### src/hdl/tlrf_pkg.sv
// Shared types and constants for the trace live-in register finder.
package tlrf_pkg;

    localparam int REG_IDX_W = 6;   // register index width on the trace record
    localparam int VALUE_W   = 32;  // register value width
    localparam int OUT_IDX_W = 5;   // reported register index width
    localparam int COUNT_W   = 6;   // reported live-in count width
    localparam int NUM_SLOTS = 4;   // source checks per record: implicit, src1..src3
    localparam int SLOT_W    = 2;   // selects the source slot that captured a value
    localparam int MAX_OUT   = 32;  // most results in one report
    localparam int COUNT_SAT = 63;  // reported count saturates here

    // One trace record
    typedef struct packed {
        logic [REG_IDX_W-1:0] impl_idx;
        logic [VALUE_W-1:0]   impl_value;
        logic [REG_IDX_W-1:0] src1_idx;
        logic [VALUE_W-1:0]   src1_value;
        logic [REG_IDX_W-1:0] src2_idx;
        logic [VALUE_W-1:0]   src2_value;
        logic [REG_IDX_W-1:0] src3_idx;
        logic [VALUE_W-1:0]   src3_value;
        logic [REG_IDX_W-1:0] dest_reg;
        logic                 trace_end;
    } t_in;

    // One report entry
    typedef struct packed {
        logic [OUT_IDX_W-1:0] reg_index;
        logic [VALUE_W-1:0]   reg_value;
        logic [COUNT_W-1:0]   live_count;
        logic                 run_last;
    } t_out;

    // Report kick-off from the update stage
    typedef struct packed {
        logic               start;
        logic               empty;
        logic [COUNT_W-1:0] shown;
    } t_rep_start;

endpackage

### src/hdl/tlrf_report.sv
// Report sequencer: scans the live-in mask, reads captured values, drives results.
module tlrf_report #(
    parameter int NUM_REGS = 32
) (
    input  logic                         i_clk,
    input  logic                         i_rst_n,
    input  tlrf_pkg::t_rep_start         i_start,
    input  logic [NUM_REGS-1:0]          i_live_mask,
    input  logic [tlrf_pkg::SLOT_W-1:0]  i_tag   [NUM_REGS],
    output logic                         o_busy,
    output logic                         o_re,
    output logic [$clog2(NUM_REGS)-1:0]  o_raddr,
    input  logic [tlrf_pkg::VALUE_W-1:0] i_rdata [tlrf_pkg::NUM_SLOTS],
    output logic                         o_out_valid,
    input  logic                         i_out_ready,
    output tlrf_pkg::t_out               o_out_data
);

    import tlrf_pkg::*;

    localparam int AW = $clog2(NUM_REGS);
    localparam int EW = $clog2(MAX_OUT);

    // scan state
    logic                r_busy;
    logic [NUM_REGS-1:0] r_mask;
    logic                r_empty;
    logic [COUNT_W-1:0]  r_shown;
    logic [EW-1:0]       r_emitted;

    // read stage
    logic                r_rd_vld;
    logic [AW-1:0]       r_rd_idx;
    logic [SLOT_W-1:0]   r_rd_tag;
    logic                r_rd_last;
    logic                r_rd_empty;
    logic [COUNT_W-1:0]  r_rd_shown;

    // result register
    logic                r_out_vld;
    t_out                r_out;

    logic                out_free;
    logic                rd_adv;
    logic                issue;
    logic [AW-1:0]       first_idx;
    logic [NUM_REGS-1:0] rest;
    logic                is_last;

    assign out_free = !r_out_vld || i_out_ready;
    assign rd_adv   = !r_rd_vld || out_free;
    assign issue    = r_busy && rd_adv;

    // lowest pending live-in register
    always_comb begin
        first_idx = '0;
        for (int i = NUM_REGS - 1; i >= 0; i--) begin
            if (r_mask[i]) begin
                first_idx = AW'(i);
            end
        end
    end

    assign rest    = r_mask & (r_mask - NUM_REGS'(1));
    assign is_last = r_empty || (rest == '0) || (r_emitted == EW'(MAX_OUT - 1));

    // scan sequencer
    always_ff @(posedge i_clk) begin
        if (!i_rst_n) begin
            r_busy <= 1'b0;
        end else if (i_start.start) begin
            r_busy <= 1'b1;
        end else if (issue && is_last) begin
            r_busy <= 1'b0;
        end
        if (i_start.start) begin
            r_mask    <= i_live_mask;
            r_empty   <= i_start.empty;
            r_shown   <= i_start.shown;
            r_emitted <= '0;
        end else if (issue) begin
            r_mask    <= rest;
            r_emitted <= r_emitted + EW'(1);
        end
    end

    // read stage, advances with the result register
    always_ff @(posedge i_clk) begin
        if (!i_rst_n) begin
            r_rd_vld <= 1'b0;
        end else if (rd_adv) begin
            r_rd_vld <= issue;
        end
        if (issue) begin
            r_rd_idx   <= first_idx;
            r_rd_tag   <= i_tag[first_idx];
            r_rd_last  <= is_last;
            r_rd_empty <= r_empty;
            r_rd_shown <= r_shown;
        end
    end

    // result register
    always_ff @(posedge i_clk) begin
        if (!i_rst_n) begin
            r_out_vld <= 1'b0;
        end else if (out_free) begin
            r_out_vld <= r_rd_vld;
        end
        if (out_free && r_rd_vld) begin
            r_out.reg_index  <= r_rd_empty ? '0 : OUT_IDX_W'(r_rd_idx);
            r_out.reg_value  <= r_rd_empty ? '0 : i_rdata[r_rd_tag];
            r_out.live_count <= r_rd_shown;
            r_out.run_last   <= r_rd_last;
        end
    end

    assign o_busy      = r_busy;
    assign o_re        = issue;
    assign o_raddr     = first_idx;
    assign o_out_valid = r_out_vld;
    assign o_out_data  = r_out;

endmodule

### config.mk
export PLATFORM = sky130hd
export DESIGN_NAME = tlrf_report
export DESIGN_NICKNAME = d
export VERILOG_FILES = /design/src/hdl/tlrf_pkg.sv /design/src/hdl/tlrf_report.sv
export SDC_FILE = /design/constraint.sdc
export NUM_CORES = 1
export LEC_CHECK = 0
export ABC_CLOCK_PERIOD_IN_PS = 5100
export BUFFER_PORTS_ARGS = -buffer_cell sky130_fd_sc_hd__buf_4
export CORE_UTILIZATION = 49
export DETAILED_ROUTE_END_ITERATION = 6
export GPL_TIMING_DRIVEN = 0
export PLACE_DENSITY = 0.84
export SLEW_MARGIN = 20
export SYNTH_ARGS = -nofsm -noshare
export SYNTH_HDL_FRONTEND = slang
export SYNTH_SLANG_ARGS = --single-unit
### constraint.sdc
create_clock -name i_clk -period 5.1 [get_ports i_clk]
set_clock_uncertainty 0.1 [all_clocks]
set_input_delay 1.53 -clock i_clk [delete_from_list [all_inputs] [get_ports i_clk]]
set_output_delay 1.53 -clock i_clk [all_outputs]
set_load 0.005 [all_outputs]
# == Word-level counts from Yosys, hierarchy flattened ==
# Cells that the tools add are included.
# op_classes
add_sub_neg,2
n_eq_ne,1
magnitude_cmp,2
n_reduce_logical,12
n_bitwise,3
n_mux,42
# ops
cell,count
$mux W5,32
$mux W32,4
$bmux W32 S2,1
$and A32 B32 Y32,1
$logic_not A32 Y1,1
$sub A32 B1 Y32 const B,1
$bmux W2 S5,1
$ge A6 B6 Y1 const B,1
$not A5 Y6,1
$add A5 B1 Y5 const B,1
$eq A5 B5 Y1 const B,1
$logic_or A1 B1 Y1,4
$mux W2,2
$reduce_bool A2 Y1,2
$ge A3 B3 Y1 const B,1
$logic_and A1 B1 Y1,3
$not A2 Y3,1
$logic_not A1 Y1,2
$mux W1,2
# totals
out_inout_bits,52
inputBits,235
wordCells,78
register_bits,106

# == Depth between registers and ports, before layout ==
# depth
ltp_word,36
depth_mapped,11
depth_no_buf,9

# == Worst setup path before layout ==
# No wires, ideal clock.
# synth_path
kind,in2reg
start,input port i_out_ready
end,"register r_out, in the netlist o_out_data[0], enable pin"
t_arrival_ns,3.576
setup_ns,0.451
path_buffers,0
stages,2
slack_ns,0.973
t_required_ns,4.549
cell_sequence,nor2b_1 > nor2b_1
# synth_via
elab_chain_cells,2
# synth_lines
element,line_no,text
start: declaration,tlrf_report.sv:15,"input logic i_out_ready,"
$logic_or A1 B1 Y1,tlrf_report.sv:50,assign out_free = !r_out_vld || i_out_ready;
$logic_and A1 B1 Y1,tlrf_report.sv:110,if (out_free && r_rd_vld) begin
end: declaration,tlrf_report.sv:41,t_out r_out;
# No other way between the ends.
# A chain may end at the register's enable or synchronous reset.

# == Worst setup path after layout ==
# layout_path
start,input port i_out_ready
end,output port o_re
# layout_via
elab_chain_cells,3
# layout_lines
element,line_no,text
$logic_or A1 B1 Y1,tlrf_report.sv:50,
$logic_or A1 B1 Y1,tlrf_report.sv:51,assign rd_adv = !r_rd_vld || out_free;
$logic_and A1 B1 Y1,tlrf_report.sv:52,assign issue = r_busy && rd_adv;
end: declaration,tlrf_report.sv:11,"output logic o_re,"
# No other way between the ends.

==> metrics.txt <==
Req. time, crit path 3.47 ns; ys flop type edfxtp_1; Clock transition at path regs 0.08 ns; slew margin rel. 36.2%; hold_ws 0.319 ns; sequential share of power 43.5%; Final min period 4.50 ns; setup_tns 0 ns; vias in the first global route 6099; post-cts sizing count 0; Clk pwr share 27.7%; drt first pass iters 5; fin area 9420 um2; Max Root-Sink Buffers 2; # placed instances 1052; Achievable Freq 222 MHz; total power 2.47 mW; DRT iter0 DRCs 591; crit-path most repeated cell buf_4; hold buffers post-CTS 0; grt ovf 0; share of the synthesized area in the top cell type 43.8%; cells along the critical path buf_4, nor2b_1, nand2_1, and2_1, clkbuf_2, buf_4; initial antenna violation count 0; area of the die 14200 um2; Synth-to-Final Area Change 40.2%; port buffer count 286; Die Y 119 um; peak supply drop 0.000166 V; Final Net Count 1124; H-tree depth 3; R2R Path Start r_mask[11]$_DFFE_PP_; root buffer cell clkbuf_16; part of the cycle the worst path needs 88.3%; layout cells sized above 1 44.5%; drt drc 0; Sw Ratio 29.0%; Sink Count 106; R2R depth 9; antenna fix cells 0; CTS tree yes; final hold viol count 0; Post-synth EDFFs 98; net switching power 718 uW; CORE AREA 13300 um2; yosys warns 0; outcome complete, no violations; Worst Path Arrival 2.87 ns; Syn Area/Cell 11.4 um2; Final Setup Violations 0; P_int 1.75 mW; post-synth cell types 85; Setup Fix Bufs, Post-CTS 0; R2R setup slack 1.60 ns; Rows 42; cell taking the most area after synthesis edfxtp_1; CP max stage delay 0.35 ns; reg-to-reg endpoint r_rd_tag[0]$_DFFE_PP_; via count 6313; Placement Cell Area 9120 um2; Seq/Total Area, Yosys 46.2%; routed length per instance 20.2 um; starting density of the core 50.5%; worst hold stages 0; Worst-Skew Late Latency 0.36 ns; Hold WC Path Type flip-flop to flip-flop; gpl congestion 0.924; Die Wd 119 um; crit-path max FO 22; Overall Global Routing Usage 30.5%; total CTS buffers 9; number of vias per cell 5.91; synth top area cells edfxtp_1 (44%), mux4_2 (11%), nor2b_1 (4.0%); gate count of the mapped netlist 589; post-DP HPWL 17.1 mm; slew at the pin closest to its max-slew limit 0.951 ns; max cap viols 0; Routed Antenna Nets 0; most frequent cell after synthesis edfxtp_1; Slew Viols, Final 0; crit start category input pin; mapped cell area 6710 um2; WL final 21.6 mm; Crit Path Class input pin to primary output; Gate power share 28.9%; Power per Cell Area 263 nW/um2; largest net degree at the start of global routing 33; slowest CP cell clkbuf_2; CP endpoint kind primary output; leakage power 3.79 nW; Seq cells post-synth 106; unrepaired setup endpoints after global routing false; Worst Hold Launch r_shown[2]$_DFFE_PP_; Synth async-reset ratio 0%; Min-Delay Endpoint r_rd_shown[2]$_DFFE_PP_; Finished Layout Cells 1068; Commonest cells post-synth edfxtp_1 (98), nand2_1 (64), o21ai_0 (47), nor2b_1 (43), mux4_2 (32); first-pass GRT wire length 32.7 mm; # IOs 287; Net Count, Synth 826
==> registers in the layout, summed over array words and instances (netlist names), 2 cells and up <==
| name | count |
|---|---|
| r_rd_shown | 6 |
| r_emitted | 5 |
| r_mask | 32 |
| o_out_data | 44 |
| r_shown | 6 |
| r_rd_tag | 2 |
| r_rd_idx | 5 |
==> layout make-up <==
cell class,count,area [um2]
clock buffers,9,225
inverters,10,37.5
flip-flops and latches,106,3100
repair buffers,287,2170
plain buffers,43,255
fillers,982,3880
clock inverters,7,72.6
multi-input cells,430,3330
well taps,176,220
==> kinds of logic after synthesis <==
logic type                 Yosys count  share of synthesized area, %
DFF                                106                          46.2
AOI/OAI and AO/OA                  143                          15.9
adders and majority gates            7                          1.16
and+or+nand+nor                    228                          18.6
xor gates and xnor gates             3                         0.391
muxes                               49                          13.3
buffers and inverters               53                          4.34
==> worst max-delay path by stage <==
stage	from	end	slack, ns	depth (start not counted)
after floorplan	i_out_ready	o_out_data[0]$_DFFE_PP_	0.97	2
after global placement	i_out_ready	o_out_data[11]$_SDFFCE_PP0P_	0.1	3
after detailed placement	i_out_ready	o_re	0.38	6
after CTS	i_out_ready	o_re	0.39	6
after global routing	i_out_ready	o_re	0.49	6
final	i_out_ready	o_re	0.60	6
==> worst max-delay path, delay by kind of cell <==
family,cells,cell delay [ns]
buffers and inverters,3,0.72
AND/OR/NAND/NOR,3,0.61
==> power groups by stage <==
stage	Sequential, mW	Clock [mW]	Combinational [mW]
3_3_place_gp	1.09	0	0.684
3_5_place_dp	1.09	0	0.700
2_1_floorplan	1.09	0	0.419
6_report	1.08	0.684	0.714
4_1_cts	1.08	0.698	0.707
5_1_grt	1.08	0.734	0.764
==> layout by cell type, fill, tap and decap left out, drive strengths merged, types with 6 or more instances in the layout <==
| cell | netlist | layout |
|---|---|---|
| buf | 22 | 309 |
| edfxtp | 98 | 98 |
| nand2 | 65 | 65 |
| o21ai | 50 | 50 |
| nor2b | 43 | 43 |
| mux4 | 32 | 32 |
| nor2 | 31 | 31 |
| clkbuf | 20 | 29 |
| nor3 | 23 | 23 |
| mux2i | 14 | 14 |
| inv | 10 | 14 |
| a21oi | 13 | 13 |
| nand4 | 12 | 12 |
| o31ai | 10 | 10 |
| and3 | 9 | 9 |
| nor4 | 9 | 9 |
| dfxtp | 8 | 8 |
| a31oi | 8 | 8 |
| nand3 | 8 | 8 |
| a311oi | 7 | 7 |
| o211ai | 6 | 6 |
| or2 | 6 | 6 |
| or3 | 6 | 6 |
| a211oi | 6 | 6 |
| a22o | 6 | 6 |
==> per-layer routing <==
| layer | global-route usage, % | part of all wire [%] | vias to the layer above |
|---|---|---|---|
| met5 | 0 | 0 | - |
| met4 | 19.8 | 6.1 | 0 |
| li1 | - | - | 2909 |
| met3 | 6.61 | 8.7 | 77 |
| met1 | 36.3 | 37 | 2970 |
| met2 | 50.0 | 49 | 357 |
==> through the flow <==
stage | setup slack [ns] | utilization, %
global route | 0.487 | 70.8
finish | 0.598 | 70.8
CTS | 0.385 | 70.8
detailed placement | 0.378 | 68.6
floorplan | 0.973 | -
global placement | 0.0994 | 68.3
Power figures use the tool's default switching activity.
