**config.mk**
```make
export PLATFORM = sky130hd
export DESIGN_NAME = tlrf_update
export DESIGN_NICKNAME = d
export VERILOG_FILES = /design/src/hdl/tlrf_pkg.sv /design/src/hdl/tlrf_update.sv
export SDC_FILE = /design/constraint.sdc
export NUM_CORES = 1
export LEC_CHECK = 0
export CORE_MARGIN = 8
export CORE_UTILIZATION = 30
export CTS_BUF_LIST = sky130_fd_sc_hd__clkbuf_4 sky130_fd_sc_hd__clkbuf_8 sky130_fd_sc_hd__clkbuf_16
export DETAILED_ROUTE_END_ITERATION = 6
export DONT_BUFFER_PORTS = 1
export PLACE_DENSITY_LB_ADDON = 0.2
export RECOVER_POWER = 50
export SLEW_MARGIN = 20
export SYNTH_ARGS = -nofsm -noshare
export SYNTH_HDL_FRONTEND = slang
export SYNTH_SLANG_ARGS = --single-unit
```
**constraint.sdc**
```tcl
create_clock -name i_clk -period 4.92 [get_ports i_clk]
set_clock_uncertainty 0.2 [all_clocks]
set_input_delay 0.246 -clock i_clk [delete_from_list [all_inputs] [get_ports i_clk]]
set_output_delay 0.246 -clock i_clk [all_outputs]
set_load 0.01 [all_outputs]
```
**src/hdl/tlrf_pkg.sv**
```systemverilog
// Shared types and constants for the trace live-in register finder.
package tlrf_pkg;

    localparam int REG_IDX_W = 6;   // register index width on the trace record
    localparam int VALUE_W   = 32;  // register value width
    localparam int OUT_IDX_W = 5;   // reported register index width
    localparam int COUNT_W   = 6;   // reported live-in count width
    localparam int NUM_SLOTS = 4;   // source checks per record: implicit, src1..src3
    localparam int SLOT_W    = 2;   // selects the source slot that captured a value
    localparam int MAX_OUT   = 32;  // most results in one report
    localparam int COUNT_SAT = 63;  // reported count saturates here

    // One trace record
    typedef struct packed {
        logic [REG_IDX_W-1:0] impl_idx;
        logic [VALUE_W-1:0]   impl_value;
        logic [REG_IDX_W-1:0] src1_idx;
        logic [VALUE_W-1:0]   src1_value;
        logic [REG_IDX_W-1:0] src2_idx;
        logic [VALUE_W-1:0]   src2_value;
        logic [REG_IDX_W-1:0] src3_idx;
        logic [VALUE_W-1:0]   src3_value;
        logic [REG_IDX_W-1:0] dest_reg;
        logic                 trace_end;
    } t_in;

    // One report entry
    typedef struct packed {
        logic [OUT_IDX_W-1:0] reg_index;
        logic [VALUE_W-1:0]   reg_value;
        logic [COUNT_W-1:0]   live_count;
        logic                 run_last;
    } t_out;

    // Report kick-off from the update stage
    typedef struct packed {
        logic               start;
        logic               empty;
        logic [COUNT_W-1:0] shown;
    } t_rep_start;

endpackage

```
**src/hdl/tlrf_update.sv**
```systemverilog
// Record register and live-in / written mask update for one trace record per cycle while no report holds off input.
module tlrf_update #(
    parameter int NUM_REGS = 32
) (
    input  logic                        i_clk,
    input  logic                        i_rst_n,
    input  logic                        i_in_valid,
    output logic                        o_in_ready,
    input  tlrf_pkg::t_in               i_in_data,
    input  logic                        i_busy,
    output logic                        o_we    [tlrf_pkg::NUM_SLOTS],
    output logic [$clog2(NUM_REGS)-1:0] o_waddr [tlrf_pkg::NUM_SLOTS],
    output logic [tlrf_pkg::VALUE_W-1:0] o_wdata [tlrf_pkg::NUM_SLOTS],
    output logic [tlrf_pkg::SLOT_W-1:0] o_tag   [NUM_REGS],
    output logic [NUM_REGS-1:0]         o_live_mask,
    output tlrf_pkg::t_rep_start        o_start
);

    import tlrf_pkg::*;

    localparam int AW = $clog2(NUM_REGS);
    localparam int CW = $clog2(NUM_REGS + 1);
    localparam logic [REG_IDX_W:0] NUM_REGS_V = (REG_IDX_W + 1)'(NUM_REGS);

    logic                  r_in_vld;
    t_in                   r_in;
    logic [NUM_REGS-1:0]   r_written;
    logic [NUM_REGS-1:0]   n_written;
    logic [NUM_REGS-1:0]   r_live;
    logic [NUM_REGS-1:0]   n_live;
    logic [CW-1:0]         r_count;
    logic [CW-1:0]         n_count;
    logic [SLOT_W-1:0]     r_tag [NUM_REGS];

    logic [REG_IDX_W-1:0]  slot_reg [NUM_SLOTS];
    logic [VALUE_W-1:0]    slot_val [NUM_SLOTS];
    logic [AW-1:0]         slot_idx [NUM_SLOTS];
    logic                  slot_ok  [NUM_SLOTS];
    logic                  cap      [NUM_SLOTS];
    logic                  dest_ok;
    logic [AW-1:0]         dest_idx;
    logic                  in_xfer;
    logic                  end_rec;

    // hold off a new record while a report is pending
    assign end_rec    = r_in_vld && r_in.trace_end;
    assign o_in_ready = !i_busy && !end_rec;
    assign in_xfer    = i_in_valid && o_in_ready;

    assign slot_reg[0] = r_in.impl_idx;
    assign slot_reg[1] = r_in.src1_idx;
    assign slot_reg[2] = r_in.src2_idx;
    assign slot_reg[3] = r_in.src3_idx;
    assign slot_val[0] = r_in.impl_value;
    assign slot_val[1] = r_in.src1_value;
    assign slot_val[2] = r_in.src2_value;
    assign slot_val[3] = r_in.src3_value;

    // source checks in priority order; a repeat of an earlier slot never captures
    always_comb begin
        for (int k = 0; k < NUM_SLOTS; k++) begin
            slot_ok[k]  = r_in_vld && ({1'b0, slot_reg[k]} < NUM_REGS_V);
            slot_idx[k] = slot_reg[k][AW-1:0];
            cap[k]      = slot_ok[k] && !r_written[slot_idx[k]] && !r_live[slot_idx[k]];
            for (int j = 0; j < k; j++) begin
                if (slot_reg[j] == slot_reg[k]) begin
                    cap[k] = 1'b0;
                end
            end
        end
    end

    // next masks and running count
    always_comb begin
        dest_ok   = r_in_vld && ({1'b0, r_in.dest_reg} < NUM_REGS_V);
        dest_idx  = r_in.dest_reg[AW-1:0];
        n_live    = r_live;
        n_count   = r_count;
        n_written = r_written;
        for (int k = 0; k < NUM_SLOTS; k++) begin
            if (cap[k]) begin
                n_live[slot_idx[k]] = 1'b1;
                n_count = n_count + CW'(1);
            end
        end
        if (dest_ok) begin
            n_written[dest_idx] = 1'b1;
        end
    end

    // report kick-off on the trace-ending record
    always_comb begin
        o_start.start = end_rec;
        o_start.empty = (n_live == '0);
        if (32'(n_count) > 32'(COUNT_SAT)) begin
            o_start.shown = COUNT_W'(COUNT_SAT);
        end else begin
            o_start.shown = COUNT_W'(n_count);
        end
    end

    assign o_live_mask = n_live;

    // capture writes, one RAM bank per source slot
    always_comb begin
        for (int k = 0; k < NUM_SLOTS; k++) begin
            o_we[k]    = cap[k];
            o_waddr[k] = slot_idx[k];
            o_wdata[k] = slot_val[k];
        end
    end

    // record register
    always_ff @(posedge i_clk) begin
        if (!i_rst_n) begin
            r_in_vld <= 1'b0;
        end else begin
            r_in_vld <= in_xfer;
        end
        if (in_xfer) begin
            r_in <= i_in_data;
        end
    end

    // trace state; cleared after the trace-ending record
    always_ff @(posedge i_clk) begin
        if (!i_rst_n || end_rec) begin
            r_written <= '0;
            r_live    <= '0;
            r_count   <= '0;
        end else begin
            r_written <= n_written;
            r_live    <= n_live;
            r_count   <= n_count;
        end
    end

    // which bank holds each register's captured value
    always_ff @(posedge i_clk) begin
        for (int k = 0; k < NUM_SLOTS; k++) begin
            if (cap[k]) begin
                r_tag[slot_idx[k]] <= SLOT_W'(k);
            end
        end
    end

    assign o_tag = r_tag;

endmodule

```
After elaboration in Yosys (flattened, before gate mapping)
Index checks and enable logic that the tools add are counted.

Flip-flop bits (word level): 294. Latch bits: 0. RAM bits: 0. ROM bits: 0. Input port bits: 163. Word-level logic and storage cells: 187. Memories: 0.

$add $sub $neg: 4. $mul: 0. Divide/modulo/power cells: 0. $lt $le $gt $ge: 23. Equal/unequal tests: 6. Shifts and indexed selects: 0. Multiplexer cells: 52. Bitwise logic cells: 18. Reduce and logical (&&, ||, !) cells: 38.

Operator list (number): $mux 64 (4); $or 32x32->32 (7); $mux 32 (4); $and 32x32->32 (2); $and 64x64->64 (1); $not 32->32 (2); $not 64->64 (1); $or 64x64->64 (1); $bmux 1 s5 (8); $demux 2 s5 (4); $eq 6x6->1 (6); $logic_not 32->1 (1); $lt 5x6->1 const B (5); $lt 6x6->1 const B (5); $demux 1 s5 (5); $ge 5x1->1 const B (5); $logic_and 1x1->1 (25); $add 6x1->6 const B (4); $ge 6x6->1 const B (4); $lt 6x1->1 const B (4); $mux 6 (4); $not 5->6 (4); $mux 1 (19); $logic_not 1->1 (11); other kinds (2) (5).

Longest topological paths before layout
Depth after elaboration: 14. Gate-level depth with buffers: 21. Depth with buffers taken out: 17.

Worst setup path after synthesis
OpenSTA, ideal clock, no wires.

Path type: register to register. Start: register r_in[0] in the netlist's numbering. End: register r_in, in the netlist dest_idx[0], enable pin. Library setup time: 0.537 ns. Arrival time: 4.390 ns. Setup slack: -0.207 ns. Cell stages (with the launch flop): 5. Period minus slack after synthesis: 5.127 ns. Cell sequence: edfxtp_1 nand2_1 inv_1 nor2_1 and2_1.

Word-level cells in the longest chain between the ends: 4.

RTL lines: start, declared (line tlrf_update.sv:26) `t_in r_in;`; start signal, assigned (line tlrf_update.sv:121) `r_in <= i_in_data;`; $logic_and 1x1->1 (line tlrf_update.sv:46) `assign end_rec = r_in_vld && r_in.trace_end;`; net end_rec (line tlrf_update.sv:43) `logic end_rec;`; $logic_not 1->1 (line tlrf_update.sv:47) `assign o_in_ready = !i_busy && !end_rec;`; $logic_and 1x1->1 (line tlrf_update.sv:47); net o_in_ready (line tlrf_update.sv:8) `output logic o_in_ready,`; $logic_and 1x1->1 (line tlrf_update.sv:48) `assign in_xfer = i_in_valid && o_in_ready;`; net in_xfer (line tlrf_update.sv:42) `logic in_xfer;`.

The timed path passes the listed nets, and every way through them passes these cells. A chain may end at the register's enable or synchronous reset.

==> key figures <==
Run status
  • Outcome: complete, but fails checks
  • Failing checks: setup timing

Die
  • Die height: 235 µm
  • FP Rows: 80
  • Die ar.: about 55000 µm²
  • Die Span X: approximately 230 µm
  • IO Count: 420
  • Core Area: around 47000 µm²
  • Initial Util: ~30%

Synthesis
  • Synthesized area: around 14000 µm²
  • Most instantiated cells after synthesis: 159 x edfxtp_1, 152 x buf_4, 135 x dfxtp_1
  • FFs w/ async S/R, synth: 0%
  • Syn Inst Count: roughly 1300
  • Largest area contributor in the netlist: edfxtp_1
  • Synth Flop Type: edfxtp_1
  • Synth area leaders: edfxtp_1 33%, dfxtp_1 19%, buf_4 8.0%
  • Most common cell in the synthesized netlist: edfxtp_1
  • Post-synthesis register bit count: 294
  • Post-synth EDFFs: 159
  • Register area share after synthesis: 52.1%
  • Post-synth net total: approximately 1500
  • Synth warn: 0
  • Top cell type's share of synthesized area: 33.3%
  • Mean Syn Cell Area: 10.7 µm²
  • Distinct cell type count after synthesis: 80

Critical path
  • Worst setup SP type: register
  • CP endpoint kind: output pin
  • Crit path from: o_waddr[16]
  • CP endpoint: o_start[4]
  • Worst Setup Path Type: reg2out
  • Worst R2R End: r_count[4]
  • R2r startpoint: o_waddr[16]
  • R2R Setup Slk: roughly 220 ps
  • R2r worst-path depth: 19
  • Critical Path Fanout Max: 6
  • CP Data Arrival Time: between 4000 and 5000 ps
  • CP Data Required Time: approximately 4500 ps

Clocking
  • Max Buffers Root-to-Sink: 3
  • Clk sinks: just under 300
  • Worst-Skew Late Latency: ~540 ps
  • Worst-path clk slew: ~60 ps
  • CTS tree: built
  • H-tree lvl count: 2
  • Clk root buf: clkbuf_16
  • CTS Buf Count: 34

GRT
  • Largest net degree at the start of global routing: just under 90
  • Vias in the first global route: 11900
  • Total gr overflow: 0
  • GRT Total Usage: between 20% and 30%
  • First-pass GRT wire length: 90400 µm
  • Initial antenna violation count: 1

Cells and area
  • Layout area overhead: 29.9%
  • Fin util: 39.3%
  • Antenna cells: 0
  • Layout cells sized above 1: approximately a quarter
  • Total Nets Final: 1696
  • Fillers: 4641

STA
  • Fin. max-slew vios: 0
  • Final period utilization: 108%
  • Slew headroom: 27.6%
  • Min Tclk post-route: roughly 5300 ps
  • Setup slack after layout: -416 ps
  • Final setup viols: 2
  • Worst-margin pin slew: between 1000 and 1500 ps
  • Final hold violation count: 0
  • RSZ-0062 raised after global routing: yes
  • Fmax: ~190 MHz
  • Setup TNS Final: -562 ps

Power
  • Pleak: ~7 nW
  • Pwr Total: roughly 6.0 mW
  • Worst VDD drop: 0.000289 V
  • Pwr dens: ~320 nW/µm²

Placement
  • DP HPWL: around 49000 µm
  • Buffers on Ports: 0
  • RePlAce Congestion: 0.940

Route
  • First-pass DRT Iterations: 5
  • DR WL/cell: just under 30 µm
  • Total routed wirelength: approximately 64000 µm
  • ANT nets after route: 0
  • Iter 0 DRT Violations: 1106
  • DRC errors left: 0
  • DR vias: between 10000 and 15000
  • Vias per cell: 5.44

Run
  • MaxCap Viol Count: 0

Hold path
  • Worst min path class: in2reg
-- cell type report --
type,count,area [µm²],area share [%]
clock buffers,46,972,5.22
clock inverters,16,154,0.826
inverters,41,156,0.839
multi-input cells,777,5700,30.6
flip-flops and latches,294,7480,40.2
well taps,615,769,4.13
repair buffers,381,3410,18.3
-- routing by layer --
layer	wire (µm)	vias to the layer above	global-route usage (%)
met3	5480	131	5.29
met1	26100	5914	28.5
met4	2480	2	8.72
li1	-	5137	-
met5	11	-	0
met2	29900	611	35.7
-- cell usage in the layout (no fill, tap or decap), types with 6 or more instances in the layout --
cell type      count
edfxtp_1         159
nor4_1             7
buf_12             6
and3b_1            6
dfxtp_1          129
a21o_1             6
nand3b_1          11
a21oi_1           36
mux2_2             7
and3_1            12
a22oi_1           14
xor2_1            21
a22o_1            11
o32ai_1           17
nand4_1            9
nor3b_1           11
o22ai_1           28
dlygate4sd3_1    161
or2_2             10
clkinv_2           6
nand2b_1           6
o21ai_0           80
or3_1             18
o21bai_1          16
and2_1            36
nor4_2             9
xnor2_1           16
dfxtp_2            6
clkbuf_4           7
clkbuf_16         34
nand3_1           31
buf_4            194
inv_1             34
mux4_2            25
nand2_1           52
nor3_1            19
buf_6             19
nor2_1           115
mux2i_1           13
-- worst min path at each step --
stage / slack (ps) / cells past startpoint / start / end
2_1_floorplan: 140 / 0 / i_in_data[1] / dest_idx[0]
3_3_place_gp: 140 / 0 / i_in_data[52] / o_wdata[39]
3_5_place_dp: 140 / 0 / i_in_data[74] / o_wdata[61]
4_1_cts: 20 / 1 / i_in_valid / r_in[0]
5_1_grt: 50 / 1 / i_in_valid / dest_idx[2]
6_report: 30 / 1 / i_in_valid / dest_idx[4]
-- what timing repair did --
action	4_1_cts	5_1_grt
endpoints found under the hold margin	160	0
pin swaps	17	13
gates cloned	0	0
endpoints found under the setup margin	7	7
hold buffers	161	0
setup buffers	17	4
gates resized for setup	74	36
-- state kept, by name, indices dropped and copies added, names as in the netlist --
signal and flops:
r_in 6, r_written 32, o_tag 64, r_count 6
dest_idx 5, o_waddr 20, r_live 32, o_wdata 128
r_in_vld 1
-- critical path, cell delays in order (launching register included) --
cell	delay (ps)
edfxtp_1	490
mux4_2	580
a22oi_2	180
o2111ai_2	140
buf_4	160
or4_4	480
o21ai_4	190
nand2_2	80
ha_4	280
nor3_4	40
a31oi_2	170
ha_2	310
a21o_1	190
ha_2	160
and2_4	140
o21ba_2	210
a31oi_2	180
o211a_1	190
nor2_1	50
buf_4	140
-- stage by stage --
stage | std cells | cell area, µm² | setup WS (ps) | hold slack, ps
global placement | 1926 | 15300 | -2.36 | 145
CTS | 2166 | 18400 | -366 | 23.3
finish | 2170 | 18600 | -416 | 34.5
floorplan | 1335 | 14400 | 243 | 145
detailed placement | 1926 | 15300 | -52.5 | 145
global route | 2170 | 18600 | -592 | 51.4
-- report_power, final --
group / internal [mW] / leakage, nW / switching [mW] / total, mW
Clock: 1.50 / 0.558 / 1.05 / 2.55
Sequential: 2.73 / 2.59 / 0.173 / 2.90
Combinational: 0.247 / 3.88 / 0.279 / 0.526
-- cells by family (layout without fill, tap and decap cells) --
kind of cell,count (synthesis),in the layout,synth area share [%]
buffers and inverters,264,484,11.2
xor gates and xnor gates,42,42,2.82
and+or+nand+nor,407,407,15.2
muxes,45,45,5.38
AOI/OAI and AO/OA,279,279,12.9
DFF,294,294,52.1
adders and majority gates,4,4,0.349
Power figures use the tool's default switching activity.
